===== src/sv/aekd_pkg.sv =====
// Package with the types, codes and key lookup functions of the ANSI escape key decoder.
package aekd_pkg;

    localparam int unsigned SKIP_LIMIT = 8;
    localparam int unsigned SKIP_W = 4;

    localparam logic [7:0] CODE_ESC = 8'd27;
    localparam logic [7:0] CH_BRACKET = 8'h5B;
    localparam logic [7:0] CH_O = 8'h4F;
    localparam logic [7:0] CH_A = 8'h41;
    localparam logic [7:0] CH_B = 8'h42;
    localparam logic [7:0] CH_C = 8'h43;
    localparam logic [7:0] CH_D = 8'h44;
    localparam logic [7:0] CH_H = 8'h48;
    localparam logic [7:0] CH_F = 8'h46;
    localparam logic [7:0] CH_I = 8'h49;
    localparam logic [7:0] CH_G = 8'h47;
    localparam logic [7:0] CH_ZERO = 8'h30;
    localparam logic [7:0] CH_NINE = 8'h39;
    localparam logic [7:0] CH_TILDE = 8'h7E;
    localparam logic [7:0] CH_CARET = 8'h5E;
    localparam logic [7:0] CH_DOLLAR = 8'h24;
    localparam logic [7:0] CH_AT = 8'h40;
    localparam logic [7:0] CH_SKIP_TOP = 8'h40;

    localparam logic [1:0] KIND_BYTE = 2'd0;
    localparam logic [1:0] KIND_KEY = 2'd1;
    localparam logic [1:0] KIND_END = 2'd2;

    localparam logic [3:0] K_UP = 4'd0;
    localparam logic [3:0] K_DOWN = 4'd1;
    localparam logic [3:0] K_RIGHT = 4'd2;
    localparam logic [3:0] K_LEFT = 4'd3;
    localparam logic [3:0] K_HOME = 4'd4;
    localparam logic [3:0] K_END = 4'd5;
    localparam logic [3:0] K_PGUP = 4'd6;
    localparam logic [3:0] K_PGDN = 4'd7;
    localparam logic [3:0] K_INSERT = 4'd8;
    localparam logic [3:0] K_DELETE = 4'd9;

    typedef enum logic [4:0] {
        PH_IDLE   = 5'b00001,
        PH_ESC    = 5'b00010,
        PH_INTRO  = 5'b00100,
        PH_NUMBER = 5'b01000,
        PH_SKIP   = 5'b10000
    } phase_t;

    typedef struct packed {
        phase_t            phase;
        logic              intro_is_bracket;
        logic [7:0]        param_number;
        logic [SKIP_W-1:0] skip_count;
    } parse_state_t;

    typedef struct packed {
        logic       valid;
        logic [1:0] kind;
        logic [7:0] value;
    } result_t;

    typedef struct packed {
        logic       hit;
        logic [3:0] key;
    } key_match_t;

    function automatic key_match_t letter_key(input logic [7:0] b);
        key_match_t m;
        m.hit = 1'b1;
        case (b)
            CH_A:    m.key = K_UP;
            CH_B:    m.key = K_DOWN;
            CH_C:    m.key = K_RIGHT;
            CH_D:    m.key = K_LEFT;
            CH_H:    m.key = K_HOME;
            CH_F:    m.key = K_END;
            default:
            begin
                m.hit = 1'b0;
                m.key = K_UP;
            end
        endcase
        return m;
    endfunction

    function automatic key_match_t number_final(input logic [7:0] b, input logic [7:0] n);
        key_match_t m;
        m = letter_key(b);
        if (!m.hit && (b == CH_TILDE || b == CH_CARET || b == CH_DOLLAR || b == CH_AT))
        begin
            m.hit = 1'b1;
            case (n)
                8'd1, 8'd7: m.key = K_HOME;
                8'd2:       m.key = K_INSERT;
                8'd3:       m.key = K_DELETE;
                8'd4, 8'd8: m.key = K_END;
                8'd5:       m.key = K_PGUP;
                8'd6:       m.key = K_PGDN;
                default:
                begin
                    m.hit = 1'b0;
                    m.key = K_UP;
                end
            endcase
        end
        return m;
    endfunction

endpackage


===== src/sv/aekd_if.sv =====
// Request channel interfaces for the key bytes and the decoded results.
interface aekd_in_if;
    logic       valid;
    logic       ready;
    logic [7:0] key_byte;
    logic       end_of_input;

    modport source(output valid, output key_byte, output end_of_input, input ready);
    modport sink(input valid, input key_byte, input end_of_input, output ready);
endinterface

interface aekd_out_if;
    logic       valid;
    logic       ready;
    logic [1:0] result_kind;
    logic [7:0] result_value;

    modport source(output valid, output result_kind, output result_value, input ready);
    modport sink(input valid, input result_kind, input result_value, output ready);
endinterface


===== src/sv/aekd_decode.sv =====
// Next-state and result logic of the escape sequence parser for one key byte.
module aekd_decode (
    input  aekd_pkg::parse_state_t state,
    input  logic [7:0]             key_byte,
    input  logic                   end_of_input,
    output aekd_pkg::parse_state_t state_next,
    output aekd_pkg::result_t      result
);

    aekd_pkg::key_match_t      direct_match;
    aekd_pkg::key_match_t      final_match;
    logic [11:0]               number_sum;
    logic [aekd_pkg::SKIP_W-1:0] skip_inc;
    logic                      is_digit;

    always_comb
    begin
        direct_match = aekd_pkg::letter_key(key_byte);
        final_match = aekd_pkg::number_final(key_byte, state.param_number);
        is_digit = (key_byte inside {[aekd_pkg::CH_ZERO:aekd_pkg::CH_NINE]});
        number_sum = {1'b0, state.param_number, 3'b000} + {3'b000, state.param_number, 1'b0}
            + {4'd0, key_byte - aekd_pkg::CH_ZERO};
        skip_inc = state.skip_count + 1'b1;

        state_next = state;
        result = '{valid: 1'b0, kind: aekd_pkg::KIND_BYTE, value: 8'd0};

        case (state.phase)
            aekd_pkg::PH_ESC:
            begin
                if (end_of_input || (key_byte != aekd_pkg::CH_BRACKET && key_byte != aekd_pkg::CH_O))
                begin
                    result = '{valid: 1'b1, kind: aekd_pkg::KIND_BYTE, value: aekd_pkg::CODE_ESC};
                    state_next.phase = aekd_pkg::PH_IDLE;
                end
                else
                begin
                    state_next.intro_is_bracket = (key_byte == aekd_pkg::CH_BRACKET);
                    state_next.phase = aekd_pkg::PH_INTRO;
                end
            end
            aekd_pkg::PH_INTRO:
            begin
                state_next.phase = aekd_pkg::PH_IDLE;
                if (end_of_input)
                begin
                    result = '{valid: 1'b1, kind: aekd_pkg::KIND_BYTE, value: aekd_pkg::CODE_ESC};
                end
                else if (direct_match.hit)
                begin
                    result = '{valid: 1'b1, kind: aekd_pkg::KIND_KEY,
                               value: {4'd0, direct_match.key}};
                end
                else if (state.intro_is_bracket && key_byte == aekd_pkg::CH_I)
                begin
                    result = '{valid: 1'b1, kind: aekd_pkg::KIND_KEY,
                               value: {4'd0, aekd_pkg::K_PGUP}};
                end
                else if (state.intro_is_bracket && key_byte == aekd_pkg::CH_G)
                begin
                    result = '{valid: 1'b1, kind: aekd_pkg::KIND_KEY,
                               value: {4'd0, aekd_pkg::K_PGDN}};
                end
                else if (is_digit)
                begin
                    state_next.param_number = key_byte - aekd_pkg::CH_ZERO;
                    state_next.phase = aekd_pkg::PH_NUMBER;
                end
                else
                begin
                    result = '{valid: 1'b1, kind: aekd_pkg::KIND_BYTE, value: aekd_pkg::CODE_ESC};
                end
            end
            aekd_pkg::PH_NUMBER:
            begin
                if (end_of_input)
                begin
                    result = '{valid: 1'b1, kind: aekd_pkg::KIND_BYTE, value: aekd_pkg::CODE_ESC};
                    state_next.phase = aekd_pkg::PH_IDLE;
                end
                else if (is_digit)
                begin
                    state_next.param_number = (number_sum > 12'd255) ? 8'd255 : number_sum[7:0];
                end
                else if (key_byte < aekd_pkg::CH_SKIP_TOP)
                begin
                    state_next.skip_count = '0;
                    state_next.phase = aekd_pkg::PH_SKIP;
                end
                else
                begin
                    state_next.phase = aekd_pkg::PH_IDLE;
                    if (final_match.hit)
                    begin
                        result = '{valid: 1'b1, kind: aekd_pkg::KIND_KEY,
                                   value: {4'd0, final_match.key}};
                    end
                    else
                    begin
                        result = '{valid: 1'b1, kind: aekd_pkg::KIND_BYTE,
                                   value: aekd_pkg::CODE_ESC};
                    end
                end
            end
            aekd_pkg::PH_SKIP:
            begin
                if (end_of_input)
                begin
                    result = '{valid: 1'b1, kind: aekd_pkg::KIND_BYTE, value: aekd_pkg::CODE_ESC};
                    state_next.phase = aekd_pkg::PH_IDLE;
                end
                else
                begin
                    state_next.skip_count = skip_inc;
                    if (key_byte >= aekd_pkg::CH_SKIP_TOP)
                    begin
                        state_next.phase = aekd_pkg::PH_IDLE;
                        if (final_match.hit)
                        begin
                            result = '{valid: 1'b1, kind: aekd_pkg::KIND_KEY,
                                       value: {4'd0, final_match.key}};
                        end
                        else
                        begin
                            result = '{valid: 1'b1, kind: aekd_pkg::KIND_BYTE,
                                       value: aekd_pkg::CODE_ESC};
                        end
                    end
                    else if (skip_inc >= aekd_pkg::SKIP_W'(aekd_pkg::SKIP_LIMIT))
                    begin
                        state_next.phase = aekd_pkg::PH_IDLE;
                        result = '{valid: 1'b1, kind: aekd_pkg::KIND_BYTE,
                                   value: aekd_pkg::CODE_ESC};
                    end
                end
            end
            default:
            begin
                state_next.phase = aekd_pkg::PH_IDLE;
                if (end_of_input)
                begin
                    result = '{valid: 1'b1, kind: aekd_pkg::KIND_END, value: 8'd0};
                end
                else if (key_byte != aekd_pkg::CODE_ESC)
                begin
                    result = '{valid: 1'b1, kind: aekd_pkg::KIND_BYTE, value: key_byte};
                end
                else
                begin
                    state_next.phase = aekd_pkg::PH_ESC;
                end
            end
        endcase
    end

endmodule


===== src/sv/ansi_escape_key_decoder_top.sv =====
// Top level of the ANSI escape key decoder: input register, parser state and result register.
//
// The decoder takes one keyboard byte per request and gives at most one result per byte:
// a plain byte, a special key (arrows, home, end, page up and down, insert, delete) or
// an end-of-input marker. Bytes that are part of an escape sequence give no result until
// the sequence ends; an unmatched or cut-off sequence gives ESC (27) and its bytes are
// dropped. A byte is held in the input register once it is taken and is decoded on its way
// from there to the result register, from which its result is offered, and the block takes
// one byte every cycle while results are taken as they come.
module ansi_escape_key_decoder_top (
    input  logic             clk,
    input  logic             rst_n,
    aekd_in_if.sink          key_in,
    aekd_out_if.source       key_out
);

    logic                   in_valid_reg;
    logic [7:0]             in_byte_reg;
    logic                   in_eoi_reg;
    aekd_pkg::parse_state_t state_reg;
    aekd_pkg::parse_state_t state_next;
    aekd_pkg::result_t      step_result;
    logic                   out_valid_reg;
    logic                   out_valid_next;
    logic [1:0]             out_kind_reg;
    logic [7:0]             out_value_reg;
    logic                   advance;
    logic                   in_take;

    assign advance = in_valid_reg && (!out_valid_reg || key_out.ready);
    assign key_in.ready = !in_valid_reg || advance;
    assign in_take = key_in.valid && key_in.ready;

    aekd_decode u_decode (
        .state        (state_reg),
        .key_byte     (in_byte_reg),
        .end_of_input (in_eoi_reg),
        .state_next   (state_next),
        .result       (step_result)
    );

    always_comb
    begin
        if (advance && step_result.valid)
        begin
            out_valid_next = 1'b1;
        end
        else if (key_out.ready)
        begin
            out_valid_next = 1'b0;
        end
        else
        begin
            out_valid_next = out_valid_reg;
        end
    end

    always_ff @(posedge clk or negedge rst_n)
    begin
        if (!rst_n)
        begin
            in_valid_reg <= 1'b0;
            out_valid_reg <= 1'b0;
            state_reg <= '{phase: aekd_pkg::PH_IDLE, intro_is_bracket: 1'b0,
                           param_number: 8'd0, skip_count: '0};
        end
        else
        begin
            if (key_in.ready)
            begin
                in_valid_reg <= key_in.valid;
            end
            out_valid_reg <= out_valid_next;
            if (advance)
            begin
                state_reg <= state_next;
            end
        end
    end

    always_ff @(posedge clk)
    begin
        if (in_take)
        begin
            in_byte_reg <= key_in.key_byte;
            in_eoi_reg <= key_in.end_of_input;
        end
        if (advance && step_result.valid)
        begin
            out_kind_reg <= step_result.kind;
            out_value_reg <= step_result.value;
        end
    end

    assign key_out.valid = out_valid_reg;
    assign key_out.result_kind = out_kind_reg;
    assign key_out.result_value = out_value_reg;

`ifndef SYNTHESIS
    a_phase_onehot: assert property (@(posedge clk) disable iff (!rst_n)
        $onehot(state_reg.phase))
        else $error("Parser phase is not one-hot.");

    a_skip_below_limit: assert property (@(posedge clk) disable iff (!rst_n)
        state_reg.phase == aekd_pkg::PH_SKIP
        |-> state_reg.skip_count < aekd_pkg::SKIP_W'(aekd_pkg::SKIP_LIMIT))
        else $error("Skip count reached the limit without leaving the skip phase.");

    a_key_code_range: assert property (@(posedge clk) disable iff (!rst_n)
        key_out.valid && key_out.result_kind == aekd_pkg::KIND_KEY
        |-> key_out.result_value <= {4'd0, aekd_pkg::K_DELETE})
        else $error("Special key result carries an unknown key code.");

    a_end_only_from_idle: assert property (@(posedge clk) disable iff (!rst_n)
        advance && step_result.valid && step_result.kind == aekd_pkg::KIND_END
        |-> state_reg.phase == aekd_pkg::PH_IDLE && step_result.value == 8'd0)
        else $error("End result produced inside an escape sequence.");

    a_result_held: assert property (@(posedge clk) disable iff (!rst_n)
        out_valid_reg && !key_out.ready |=> out_valid_reg && $stable(out_value_reg)
        && $stable(out_kind_reg))
        else $error("Pending result was overwritten before it was taken.");
`endif

endmodule

===== src/flat_wrapper.sv =====
// flat-port wrapper written by rule: the top's interface ports become plain ports
module ansi_escape_key_decoder_top_flat 
  (clk, rst_n, key_in_valid, key_in_key_byte, key_in_end_of_input, key_in_ready, key_out_valid, key_out_result_kind, key_out_result_value, key_out_ready);
  aekd_in_if key_in_i ();
  aekd_out_if key_out_i ();
  input  logic clk;
  input  logic rst_n;
  input wire logic [$bits(key_in_i.valid)-1:0] key_in_valid;
  input wire logic [$bits(key_in_i.key_byte)-1:0] key_in_key_byte;
  input wire logic [$bits(key_in_i.end_of_input)-1:0] key_in_end_of_input;
  output wire logic [$bits(key_in_i.ready)-1:0] key_in_ready;
  output wire logic [$bits(key_out_i.valid)-1:0] key_out_valid;
  output wire logic [$bits(key_out_i.result_kind)-1:0] key_out_result_kind;
  output wire logic [$bits(key_out_i.result_value)-1:0] key_out_result_value;
  input wire logic [$bits(key_out_i.ready)-1:0] key_out_ready;
  assign key_in_i.valid = key_in_valid;
  assign key_in_i.key_byte = key_in_key_byte;
  assign key_in_i.end_of_input = key_in_end_of_input;
  assign key_in_ready = key_in_i.ready;
  assign key_out_valid = key_out_i.valid;
  assign key_out_result_kind = key_out_i.result_kind;
  assign key_out_result_value = key_out_i.result_value;
  assign key_out_i.ready = key_out_ready;
  ansi_escape_key_decoder_top u_core (.clk(clk), .rst_n(rst_n), .key_in(key_in_i), .key_out(key_out_i));
endmodule

===== config.mk =====
export PLATFORM = sky130hd
export DESIGN_NAME = ansi_escape_key_decoder_top_flat
export DESIGN_NICKNAME = d
export VERILOG_FILES = /design/src/sv/aekd_pkg.sv /design/src/sv/aekd_if.sv /design/src/sv/aekd_decode.sv /design/src/sv/ansi_escape_key_decoder_top.sv /design/src/flat_wrapper.sv
export SDC_FILE = /design/constraint.sdc
export NUM_CORES = 1
export LEC_CHECK = 0
export BUFFER_PORTS_ARGS = -buffer_cell sky130_fd_sc_hd__buf_2
export CORE_UTILIZATION = 65
export CTS_CLUSTER_SIZE = 40
export DETAILED_ROUTE_END_ITERATION = 8
export PLACE_DENSITY = 0.89
export SLEW_MARGIN = 20
export SYNTH_ARGS = -nofsm -noshare
export SYNTH_HDL_FRONTEND = slang
export SYNTH_SLANG_ARGS = --single-unit

===== constraint.sdc =====
create_clock -name clk -period 6.8 [get_ports clk]
set_clock_uncertainty 0.2 [all_clocks]
set_input_delay 1.02 -clock clk [delete_from_list [all_inputs] [get_ports clk]]
set_output_delay 1.02 -clock clk [all_outputs]
set_load 0.01 [all_outputs]

Word level (Yosys, flattened, before mapping) --
Cells that the tools add are included.
Cells by class: bitwise gates (word level) 1, muxes and demuxes 51, reductions and logical operators 28, equality and inequality tests 40, $add $sub $neg 4, order comparisons 6
Operators by type and width (count):
- 11-bit two-way mux | 14
- 8-bit by 7-bit equality test with 1-bit output (second input constant) | 12
- 8-bit two-way mux | 7
- 11-bit one-hot mux with 4 select lines | 1
- 5-bit two-way mux | 7
- 8-bit by 3-bit equality test with 1-bit output (second input constant) | 4
- 4-bit two-way mux | 8
- 4-bit one-hot mux with 6 select lines | 1
- 2-bit != test (second input constant) | 10
- 5-bit one-hot mux with 4 select lines | 1
- 8-bit by 2-bit equality test with 1-bit output (second input constant) | 2
- 8-bit by 7-bit != test with 1-bit output (second input constant) | 2
- 8-bit one-hot mux with 2 select lines | 1
- 3-bit one-hot mux with 5 select lines | 1
- 11-bit by 9-bit adder with 12-bit output | 1
- 12-bit by 8-bit adder with 12-bit output | 1
- 12-bit by 8-bit > comparator with 1-bit output (second input constant) | 1
- 12-bit two-way mux | 1
- 9-bit two-way mux | 1
- 9-bit AND reduction | 1
- 8-bit by 1-bit equality test with 1-bit output (second input constant) | 1
- 8-bit by 4-bit equality test with 1-bit output (second input constant) | 1
- 8-bit by 6-bit equality test with 1-bit output (second input constant) | 1
- 8-bit by 6-bit >= comparator with 1-bit output (second input constant) | 1
- other kinds (27) | 49
Word-level totals: logic and storage cells 140, flip-flop bits (word level) 39, output and inout bits 12, input bits 13

Longest topological paths before layout --
word-level depth 13, depth in mapped cells 12, depth with buffers taken out 12

Hierarchy --
A second synthesis with hierarchy kept.
Second synthesis, totals: cell total of the unflattened synthesis 345, area total of the unflattened synthesis 3223.1 µm²
By module, submodules not included:
- aekd_decode | sequential area each 0.0 µm², cells an instance 278, area an instance 1829.3 µm², instances 1
- ansi_escape_key_decoder_top | sequential area each 1072.3 µm², cells an instance 67, area an instance 1393.8 µm², instances 1

Worst setup path after synthesis --
Ideal clock, no wire load.
kind register -> register, start register u_core.in_byte_reg[4], end register u_core.state_reg[10] (netlist name), period minus slack after synthesis 3305 ps, setup time 122 ps, cell stages (with the launch flop) 12, required time 6478 ps, slack 3495 ps, path buffers 0, data arrival time 2984 ps, cells stage by stage edfxtp_1 ha_1 xor2_1 fa_1 inv_1 ha_1 a211o_1 a21o_1 and3_1 nor4_4 o211ai_1 a32o_1
On the way: longest elaborated chain between the ends 7, elaborated cells on any way between the ends 33, classes of those cells 2 x add/sub; 3 x order compare; 13 x eq/ne; 10 x mux; 5 x reduce/logical
RTL lines:
- start: declaration | line ansi_escape_key_decoder_top.sv:18 | logic [7:0] in_byte_reg;
- start signal: assignment | line ansi_escape_key_decoder_top.sv:85 | in_byte_reg <= key_in.key_byte;
- 8-bit by 6-bit subtractor with 8-bit output | line aekd_decode.sv:22, aekd_decode.sv:66
- 12-bit by 8-bit adder with 12-bit output or 8-bit two-way mux (tied branches) | line aekd_decode.sv:22, aekd_decode.sv:64
- 12-bit by 8-bit > comparator with 1-bit output or 8-bit two-way mux (tied branches) | line aekd_decode.sv:83, aekd_decode.sv:59
- 8-bit two-way mux (on tied branches) | line aekd_decode.sv:83, aekd_decode.sv:54
- 8-bit two-way mux (on tied branches) | line aekd_decode.sv:81, aekd_decode.sv:49
- 12-bit two-way mux or 8-bit two-way mux (tied branches) | line aekd_decode.sv:76, aekd_decode.sv:45
- 8-bit one-hot mux with 2 select lines | line aekd_decode.sv:28 | case (state.phase)
- end signal: assignment | line ansi_escape_key_decoder_top.sv:64 | state_reg <= '{phase: aekd_pkg::PH_IDLE, intro_is_bracket: 1'b0,
- end signal: assignment | line ansi_escape_key_decoder_top.sv:76 | state_reg <= state_next;
- end: declaration | line ansi_escape_key_decoder_top.sv:20 | aekd_pkg::parse_state_t state_reg;
Several ways; a longest one is shown, not always the timed one. The select of a mux whose other input is x is not followed. A chain may end at the register's enable or synchronous reset.

Final worst setup path --
start register u_core.in_byte_reg[4], end register u_core.state_reg[5] (netlist name)
On the way: longest elaborated chain between the ends 7, elaborated cells on any way between the ends 28, classes of those cells 2 x add/sub; 3 x order compare; 13 x eq/ne; 5 x mux; 5 x reduce/logical
RTL lines:
- 8-bit by 6-bit subtractor with 8-bit output | line aekd_decode.sv:22 | + {4'd0, key_byte - aekd_pkg::CH_ZERO};
- 12-bit by 8-bit adder with 12-bit output | line aekd_decode.sv:22
- 12-bit by 8-bit > comparator with 1-bit output | line aekd_decode.sv:83 | state_next.param_number = (number_sum > 12'd255) ? 8'd255 : number_sum[7:0];
- 8-bit two-way mux | line aekd_decode.sv:83
- 8-bit two-way mux | line aekd_decode.sv:81 | else if (is_digit)
- 12-bit two-way mux | line aekd_decode.sv:76 | if (end_of_input)
- 8-bit one-hot mux with 2 select lines | line aekd_decode.sv:28
Several ways; a longest one is shown, not always the timed one. The select of a mux whose other input is x is not followed.

==> impl_metrics.ini <==
[timing]
timing.final.hold_violations = 0
period_utilization_post_route_pct = 53.0
slew_headroom_pct = 41.6
timing_max_transition_violations_final = 0
fmax_mhz = 278
timing.final.setup_violations = 0
fin_hold_ws_ns = 0.318
tmin_final_ns = 3.60
worst_pin_slew_ns = 0.876
rsz0062_at_grt = false
final.setup.tns_ns = 0

[synth]
yosys.cell_types.count = 72
ys_ff_latch = 39
synth.area.top_cells = sky130_fd_sc_hd__edfxtp_1 (19%), sky130_fd_sc_hd__dfrtp_1 (16%), sky130_fd_sc_hd__ha_1 (6.5%)
compound_gate_fraction_of_synth_area_pct = 23.9
ys_async_sr_fraction_pct = 51.3
synth_area_per_cell_sq_um = 9.45
syn_nets = 359
synth-adder-area-share_pct = 10.5
synth-edff-count = 19
synthSimpleGateAreaFrac_pct = 21.0
synth.largest_area_cell = sky130_fd_sc_hd__edfxtp_1
synthTopCellsByCount = sky130_fd_sc_hd__nor2_1 (26), sky130_fd_sc_hd__inv_1 (24), sky130_fd_sc_hd__dfrtp_1 (19), sky130_fd_sc_hd__edfxtp_1 (19), sky130_fd_sc_hd__nand2_1 (19)
parity_gate_share_of_the_synthesized_area_counting_xor_and_xnor_cells_pct = 3.15
syn_inst = 324
largest_family_of_logic_cells_by_synthesized_area = compound AO/OA/AOI/OAI gates
synth.area.mux_share_pct = 0.654
ys.warnings.count = 0
yosysMostFrequentCell = sky130_fd_sc_hd__nor2_1
synth_top_area_share_pct = 18.6
yosysSeqAreaShare_pct = 35.0
post_synth_instance_area_sq_mm = 0.00306
ys.flop_type = sky130_fd_sc_hd__edfxtp_1

[grt]
globalRoute.totalOverflow = 0
grt_first_pass_wirelength_um = 11700
maximum_number_of_pins_on_one_net_before_global_route_repair = 21
vias_in_the_first_global_route = 2496
grtUsageTotal_pct = 30.3
number_of_antenna_violations_at_the_first_check_in_global_routing = 0

[detailed_routing]
route.vias.total = 2669
routed_wl_um = 6970
dr.first_iter.drc_count = 342
drtAntennaViolNets = 0
routed_via_density = 6.74
count_of_tritonroute_iterations_in_the_first_routing_pass = 7
post-route-drc-count = 2
routed_wire_length_per_instance_um = 17.6

[clock_tree]
max-clock-path-buffers = 2
cts-root-buf = sky130_fd_sc_hd__clkbuf_8
tritoncts = done
clk_transition_reported_paths_ns = 0.08
skew_pair_late_insertion_delay_ns = 0.30
clock_sinks = 39
cts_htree_levels = 2
ctsResizeCount = 0
number_of_buffers_inserted_during_clock_tree_synthesis = 5
cts_hold_buffers = 0
number_of_buffers_inserted_by_post_cts_setup_repair = 0

[finish]
syn_to_final_growth_pct = 7.32
antenna_cells_inserted = 0
final_std_cells_w_o_fill = 396
layout.nets = 378
layout.filler_cells = 332
drive_gt1_share_pct = 15.4
largest_register_ffs = 18

[power_and_ir_drop]
power.switching_mw = 0.226
power.leakage_nw = 1.36
power_per_cell_area_mw_per_mm2 = 212
pwr-share-seq_pct = 44.7
vdd_drop_max_mv = 0.160
sw_frac_of_total_pct = 32.5
design_power_total_mw = 0.696
p_int_mw = 0.469
power.share.clock_pct = 27.9
share_comb_of_total_power_pct = 27.4

[die]
num_io_pins = 25
initial_utilization_pct = 68.9
die_w_um = 70.6
coreArea_sq_mm = 0.00444
die_area_sq_mm = 0.00499
floorplan.rows = 24
fp.dieH_um = 70.6

[worst_hold_path]
hold_path_class = flip-flop to flip-flop

[worst_setup_path]
timing.critical_path.mode_cell = sky130_fd_sc_hd__ha_1
crit_path_end_kind = flip-flop
slowest_stage_delay_cp_ns = 0.56
path_delay_family = adder cells
worst_ep_required_time_ns = 6.75
cp_num_buf_inv = 1
critical-path-slowest-cell = sky130_fd_sc_hd__fa_1
chain_of_cells_forming_the_critical_path = ha_1 -> xor2_1 -> fa_1 -> inv_1 -> ha_1 -> a211o_1 -> a21o_1 -> and3_1 -> nor4_4 -> nor3b_1 -> o22ai_1
class_of_the_most_critical_setup_path = flip-flop to flip-flop
worst_ep_arrival_time_ns = 3.55
worstSetupStartpointType = flip-flop
worst-path-max-fanout = 7

[outcome]
outcome = finished, violations left
failing_checks = DRC

[placement]
placed_instances = 388
io_buffer_count = 24
gp_congestion = 0.937
hpwl_um = 5110

[flow_run]
maxcap_violations = 0
## final cells by class
type                            count  area (sq um)  share of cell area [%]
Inverter                           25          93.8                    2.86
Tap cell                           52          65.1                    1.98
Timing Repair Buffer               25           128                    3.88
Sequential cell                    39          1070                    32.6
Clock inverter                      3          43.8                    1.33
Multi-Input combinational cell    247          1810                    55.2
Clock buffer                        5          68.8                    2.09
## final timing paths
kind                       slack, ns  cells after the start                          endpoint                             from
setup / recovery                3.20                     11   u_core.state_reg[5]$_DFFE_PN0P_  u_core.in_byte_reg[4]$_DFFE_PP_
hold / removal                  0.32                      1   u_core.state_reg[2]$_DFFE_PN0P_  u_core.state_reg[2]$_DFFE_PN0P_
setup reg to reg                3.20                     11   u_core.state_reg[5]$_DFFE_PN0P_  u_core.in_byte_reg[4]$_DFFE_PP_
hold reg to reg                 0.32                      1   u_core.state_reg[2]$_DFFE_PN0P_  u_core.state_reg[2]$_DFFE_PN0P_
max in group asynchronous       5.57                      1  u_core.state_reg[13]$_DFFE_PN1P_                            rst_n
min in group asynchronous       0.48                      1  u_core.state_reg[14]$_DFFE_PN0P_                            rst_n
## power groups by stage
stage | registers, mW | clock network (mW) | logic [mW]
CTS | 0.310 | 0.195 | 0.187
global route | 0.314 | 0.203 | 0.209
finish | 0.311 | 0.194 | 0.191
detailed placement | 0.315 | 0 | 0.185
floorplan | 0.312 | 0 | 0.133
global placement | 0.314 | 0 | 0.181
## metrics by stage
| stage | util [%] | setup WS [ns] | area [sq um] |
|---|---|---|---|
| after CTS | 73.9 | 3.22 | 3290 |
| after global placement | 71.4 | 3.34 | 3170 |
| after global routing | 73.9 | 3.00 | 3290 |
| final | 73.9 | 3.20 | 3290 |
| after floorplan | - | 3.49 | 3060 |
| after detailed placement | 71.4 | 3.24 | 3170 |
## per-layer routing
metal	up-vias	track usage (%)	part of all wire [%]	wire length, um
li1	1248	-	-	-
met2	144	48.4	46	3190
met5	-	0	0	0
met1	1249	41.8	42	2950
met3	28	5.70	9.1	636
met4	0	11.1	2.8	198
## layout by cell type (no fill, tap or decap), types with 9 or more instances in the layout
master                     instances
sky130_fd_sc_hd__a21oi_1          16
sky130_fd_sc_hd__a31oi_1           9
sky130_fd_sc_hd__buf_2            24
sky130_fd_sc_hd__dfrtp_1          19
sky130_fd_sc_hd__edfxtp_1         19
sky130_fd_sc_hd__ha_1             16
sky130_fd_sc_hd__inv_1            24
sky130_fd_sc_hd__nand2_1          19
sky130_fd_sc_hd__nand3_1           9
sky130_fd_sc_hd__nor2_1           26
sky130_fd_sc_hd__nor3_1           12
sky130_fd_sc_hd__o21ai_0          12
sky130_fd_sc_hd__o21ai_1          13
## logic make-up (layout without fill, tap and decap cells)
family	Yosys count	count (layout)
simple gates	112	112
compound gates	100	100
flops	39	39
buf+inv	38	58
fa+ha+maj	22	22
xor+xnor	11	11
mux	2	2
Power figures use the tool's default switching activity.
